`config.mk`:
```
export PLATFORM = sky130hd
export DESIGN_NAME = sc_div
export DESIGN_NICKNAME = d
export VERILOG_FILES = /design/src/sv/sc_pkg.sv /design/src/sv/sc_div.sv
export SDC_FILE = /design/constraint.sdc
export NUM_CORES = 1
export LEC_CHECK = 0
export CAP_MARGIN = 40
export CORE_AREA = 2 2 123 125
export DETAILED_ROUTE_END_ITERATION = 10
export DIE_AREA = 0 0 125 127
export DONT_BUFFER_PORTS = 1
export PLACE_DENSITY = 0.69
export SLEW_MARGIN = 10
export SYNTH_ARGS = -nofsm -noshare
export SYNTH_HDL_FRONTEND = slang
export SYNTH_SLANG_ARGS = --single-unit
```
`constraint.sdc`:
```
create_clock -name clk -period 8.2 [get_ports clk]
set_input_delay 1.64 -clock clk [delete_from_list [all_inputs] [get_ports clk]]
set_output_delay 1.64 -clock clk [all_outputs]
set_load 0.005 [all_outputs]
```
`src/sv/sc_pkg.sv`:
```
// Shared types and constants for the stack calculator.
package sc_pkg;

	localparam int STACK_DEPTH = 256;
	localparam int WORD_W      = 32;
	localparam int CNT_W       = $clog2(STACK_DEPTH + 1);
	localparam int ADDR_W      = $clog2(STACK_DEPTH);
	localparam int DIV_CNT_W   = $clog2(WORD_W);

	// Command codes on the kind input
	typedef enum logic [3:0] {
		CMD_PUSH  = 4'd0,
		CMD_POP   = 4'd1,
		CMD_SIZE  = 4'd2,
		CMD_EMPTY = 4'd3,
		CMD_TOP   = 4'd4,
		CMD_ADD   = 4'd5,
		CMD_SUB   = 4'd6,
		CMD_MUL   = 4'd7,
		CMD_DIV   = 4'd8
	} cmd_t;

	// Result status codes
	typedef enum logic [1:0] {
		STAT_OK  = 2'd0,
		STAT_ERR = 2'd1,
		STAT_OVF = 2'd2
	} stat_t;

	// Divider request and response
	typedef struct packed {
		logic              start;
		logic [WORD_W-1:0] dividend;
		logic [WORD_W-1:0] divisor;
	} div_req_t;

	typedef struct packed {
		logic              done;
		logic [WORD_W-1:0] quotient;
	} div_rsp_t;

endpackage

```
`src/sv/sc_div.sv`:
```
// Iterative signed divider, one quotient bit per cycle, truncating toward zero.
module sc_div
	import sc_pkg::*;
(
	input  logic     clk,
	input  logic     arst_n,
	input  div_req_t req,
	output div_rsp_t rsp
);

	logic                 busy_q;
	logic                 done_q;
	logic                 neg_q;
	logic [DIV_CNT_W-1:0] cnt_q;
	logic [WORD_W-1:0]    rem_q;
	logic [WORD_W-1:0]    dvd_q;
	logic [WORD_W-1:0]    dsr_q;
	logic [WORD_W:0]      trial;
	logic [WORD_W-1:0]    mag_a;
	logic [WORD_W-1:0]    mag_b;

	// Operand magnitudes; the minimum value maps onto itself, which is its magnitude
	assign mag_a = req.dividend[WORD_W-1] ? (WORD_W'(0) - req.dividend) : req.dividend;
	assign mag_b = req.divisor[WORD_W-1]  ? (WORD_W'(0) - req.divisor)  : req.divisor;

	// Trial subtract of the shifted remainder
	assign trial = {rem_q, dvd_q[WORD_W-1]} - {1'b0, dsr_q};

	// Control
	always_ff @(posedge clk or negedge arst_n) begin
		if (!arst_n) begin
			busy_q <= 1'b0;
			done_q <= 1'b0;
			cnt_q  <= '0;
		end else begin
			done_q <= 1'b0;
			if (req.start) begin
				busy_q <= 1'b1;
				cnt_q  <= '0;
			end else if (busy_q) begin
				cnt_q <= cnt_q + DIV_CNT_W'(1);
				if (cnt_q == DIV_CNT_W'(WORD_W - 1)) begin
					busy_q <= 1'b0;
					done_q <= 1'b1;
				end
			end
		end
	end

	// Datapath: restoring division, quotient bits shift into the dividend register
	always_ff @(posedge clk) begin
		if (req.start) begin
			rem_q <= '0;
			dvd_q <= mag_a;
			dsr_q <= mag_b;
			neg_q <= req.dividend[WORD_W-1] ^ req.divisor[WORD_W-1];
		end else if (busy_q) begin
			if (!trial[WORD_W]) begin
				rem_q <= trial[WORD_W-1:0];
				dvd_q <= {dvd_q[WORD_W-2:0], 1'b1};
			end else begin
				rem_q <= {rem_q[WORD_W-2:0], dvd_q[WORD_W-1]};
				dvd_q <= {dvd_q[WORD_W-2:0], 1'b0};
			end
		end
	end

	assign rsp.done     = done_q;
	assign rsp.quotient = neg_q ? (WORD_W'(0) - dvd_q) : dvd_q;

endmodule

```
* After elaboration in Yosys (flattened, before gate mapping) *
Cells that the tools add are included.

cells by class
  multiplexer cells = 15
  eq/ne operators = 1
  add/subtract/negate cells = 5
  reductions and logical operators = 1
  bitwise gates (word level) = 1

operators by type and width
  cell                     number
  $mux W32                 5
  $sub A1 B32 Y32 const A  3
  $sub A33 B32 Y33         1
  $mux W31                 1
  $mux W5                  2
  $mux W1                  7
  $add A5 B1 Y5 const B    1
  $eq A5 B5 Y1 const B     1
  $reduce_bool A2 Y1       1
  $xor A1 B1 Y1            1

word-level totals
  register bits = 104
  bits of input ports = 67

* Longest topological paths before layout *
  depth after elaboration = 4
  gate-level depth with buffers = 14

* Worst setup path after synthesis *
OpenSTA, ideal clock, no wires.

  path type = reg-to-output
  from = reg dvd_q[3]
  to = out rsp[28] (netlist bit)
  path buffers = 0
  arrival = 2852 ps
  setup slack = 3708 ps
  stages on the path, launching flop included = 9
  path through = edfxtp_1 -> nor3_1 -> nand3_1 -> or4_1 -> or3_1 -> or4_1 -> nand2b_1 -> o41ai_1 -> xnor2_1

RTL lines
  item                      RTL line      RTL
  start: declaration        sc_div.sv:16  logic [WORD_W-1:0] dvd_q;
  start signal: assignment  sc_div.sv:54  dvd_q <= mag_a;
  start signal: assignment  sc_div.sv:60  dvd_q <= {dvd_q[WORD_W-2:0], 1'b1};
  start signal: assignment  sc_div.sv:63  dvd_q <= {dvd_q[WORD_W-2:0], 1'b0};
  end: declaration          sc_div.sv:8   output div_rsp_t rsp

==> impl_metrics.ini <==
[layout]
area_growth_pct = 5.31
nNetsFinal = 986
design_area_um2 = 8240
final.fill_count = 1293
diodes = 0
multi_input_area_um2 = 4690
seqCellArea_um2 = 2770
fin_util_pct = 57.1
layout-drive-gt1-share_pct = 4.74

[global_route]
grt_pass1_vias = 6261
grt_use_total_pct = 22.7
grt_pass1_wl_um = 30000
antenna_found_initial = 0
grt_max_degree = 132
grt.overflow.total = 0

[routing]
wire_per_inst_um = 17.1
postRouteAntennaNets = 0
drc_errors = 0
dr.pass1.iters = 5
routed_wirelength_um = 18300
num_vias = 6552
first_iter_violations = 393
via_per_inst = 6.12

[power]
ir_worst_vdd_mv = 0.144
leakagePower_nw = 3.12
p_per_area_nw_per_um2 = 265

[synth]
syn_inst = 911
synthTopCellsByArea = edfxtp_1 25%, xnor2_1 8.6%, dfxtp_1 8.2%, ha_1 5.9%, o21ai_0 5.2%
synth.distinct_cells = 68
syn_avg_cell_area_um2 = 8.59
synth_seq_area_share_pct = 35.4
async_flop_share_pct = 6.73
synth_edf_count = 65
synth-seq-cells = 104
ys.flop_type = edfxtp_1
synth_nets = 1016
syn_area_um2 = 7820
synth_top_cell_by_area = edfxtp_1
yosysMostFrequentCell = nor2_1
ys_top_cells_by_count = 93 x nor2_1, 81 x o21ai_0, 77 x xnor2_1
synth_top_area_share_pct = 25.0
synth-warning-count = 0

[timing]
clock.fmax_ghz = 0.191
finalClockSkew_ns = 0.0143
drv_slew = 0
period_share_pct = 63.9
relSlewSlack_pct = 36.1
tns_ns = 0
setup_viol = 0
rsz0062_at_grt = false
final.min_clock_period_ns = 5.24
timing_hold_violations_final = 0
worst_pin_slew_ns = 0.959

[die]
rows = 44
coreArea_um2 = 14400
initial_core_util_pct = 54.2
ios = 100
fp.dieH_um = 127
dieArea_um2 = 15900
die_w_um = 125

[flow_run]
maxCapViolations = 0

[clock_network]
insertion_delay_ns = 0.36
cts.sinks = 104
cts_buffer_depth = 2
root_buffer = clkbuf_16
cts.repair.resized = 0
cts_buffers = 9
cts_hold_buf = 0
tritoncts = yes
clk_pin_slew_ns = 0.08
cts_setup_buffers = 0
htree_levels = 3

[placement]
portBuffers = 0
dp_hpwl_um = 13300
dpl_cell_area_um2 = 7950
gp_congestion = 0.977

[critical_path]
path_max_fanout = 4
worstSetupPathType = reg2out
cp.arrival_ns = 3.60
cp_top_family = simple AND/OR/NAND/NOR gates
crit_chain = nor3_1 > nand3_1 > or4_1 > or3_1 > or4_1 > nand2b_1 > o41ai_1 > xnor2_1
crit_top_cell = or4_1
startpoint_type = flip-flop
cp.required_ns = 6.56
slowest_stage = or4_1
crit_buf_inv = 0
critPathMaxStageDelay_ns = 0.55
end_kind = primary output

[run_status]
outcome = complete, no violations

[min_path]
hp-class = reg2reg
logic make-up (layout without fill, tap and decap cells):
group / count (synthesis) / count (layout) / share of synthesized area (%)
compound gates: 264 / 264 / 21.9
xor+xnor: 118 / 118 / 13.2
fa+ha+maj: 38 / 38 / 6.17
buf+inv: 97 / 72 / 4.80
flops: 104 / 104 / 35.4
mux: 3 / 3 / 0.384
simple gates: 287 / 287 / 18.2
layout make-up:
type / count / share of cell area, %
clock inverter: 7 / 0.744
inverter: 50 / 2.28
tap: 184 / 2.79
sequential: 104 / 33.6
clock buffer: 9 / 2.73
multi-input combinational: 710 / 56.9
timing repair buffer: 6 / 0.972
sequential cells by signal (all words and copies together), names as in the netlist:
register	flops
done_q	1
dvd_q	32
rem_q	32
busy_q	1
dsr_q	32
cnt_q	5
neg_q	1
routing by layer:
| layer | wire length (µm) | up-vias | global-route usage [%] |
|---|---|---|---|
| met3 | 1140 | 27 | 4.65 |
| met2 | 8300 | 200 | 35.9 |
| met4 | 313 | 0 | 6.73 |
| met1 | 8570 | 3035 | 31.8 |
| met5 | 0 | - | 0 |
| li1 | - | 3290 | - |
worst min-delay path, stage by stage, from the launching register on:
cell and delay [ns]:
dfxtp_1 0.33, nor2_1 0.08, a311oi_1 0.05
cells in the final DEF (no fill, tap or decap), drive strengths merged, types with 32 or more instances in the layout:
cell,instances
dfxtp,32
inv,55
xnor2,77
edfxtp,65
a21oi,67
o21ai,82
nor2,93
nand2,61
nand3,38
ha,37
xor2,41
stage by stage:
stage / hold slack, ns / cells / setup slack, ns / power [mW]
after floorplan: 0.474 / 911 / 3.71 / 1.52
after global placement: 0.487 / 1051 / 3.46 / 1.68
after detailed placement: 0.496 / 1054 / 3.35 / 1.74
after CTS: 0.504 / 1070 / 2.95 / 2.17
after global routing: 0.526 / 1070 / 2.70 / 2.33
final: 0.503 / 1070 / 2.96 / 2.18
where the power goes:
part | total, mW | leakage (nW) | switching [mW] | internal [mW]
logic | 0.977 | 1.98 | 0.557 | 0.419
registers | 0.778 | 1.00 | 0.105 | 0.673
clock network | 0.430 | 0.147 | 0.216 | 0.214
total | 2.18 | 3.12 | 0.878 | 1.31
final timing paths:
check	startpoint	end	slack (ns)	depth (start not counted)
setup / recovery	dvd_q[3]	rsp[28]	2.96	8
hold / removal	rem_q[4]	rem_q[4]	0.50	2
setup reg to reg	dvd_q[31]	rem_q[3]	4.11	12
hold reg to reg	rem_q[4]	rem_q[4]	0.50	2
max in group asynchronous	arst_n	cnt_q[0]	7.17	0
min in group asynchronous	arst_n	done_q	0.96	0
Note: power is estimated with default switching activity, not from simulation.
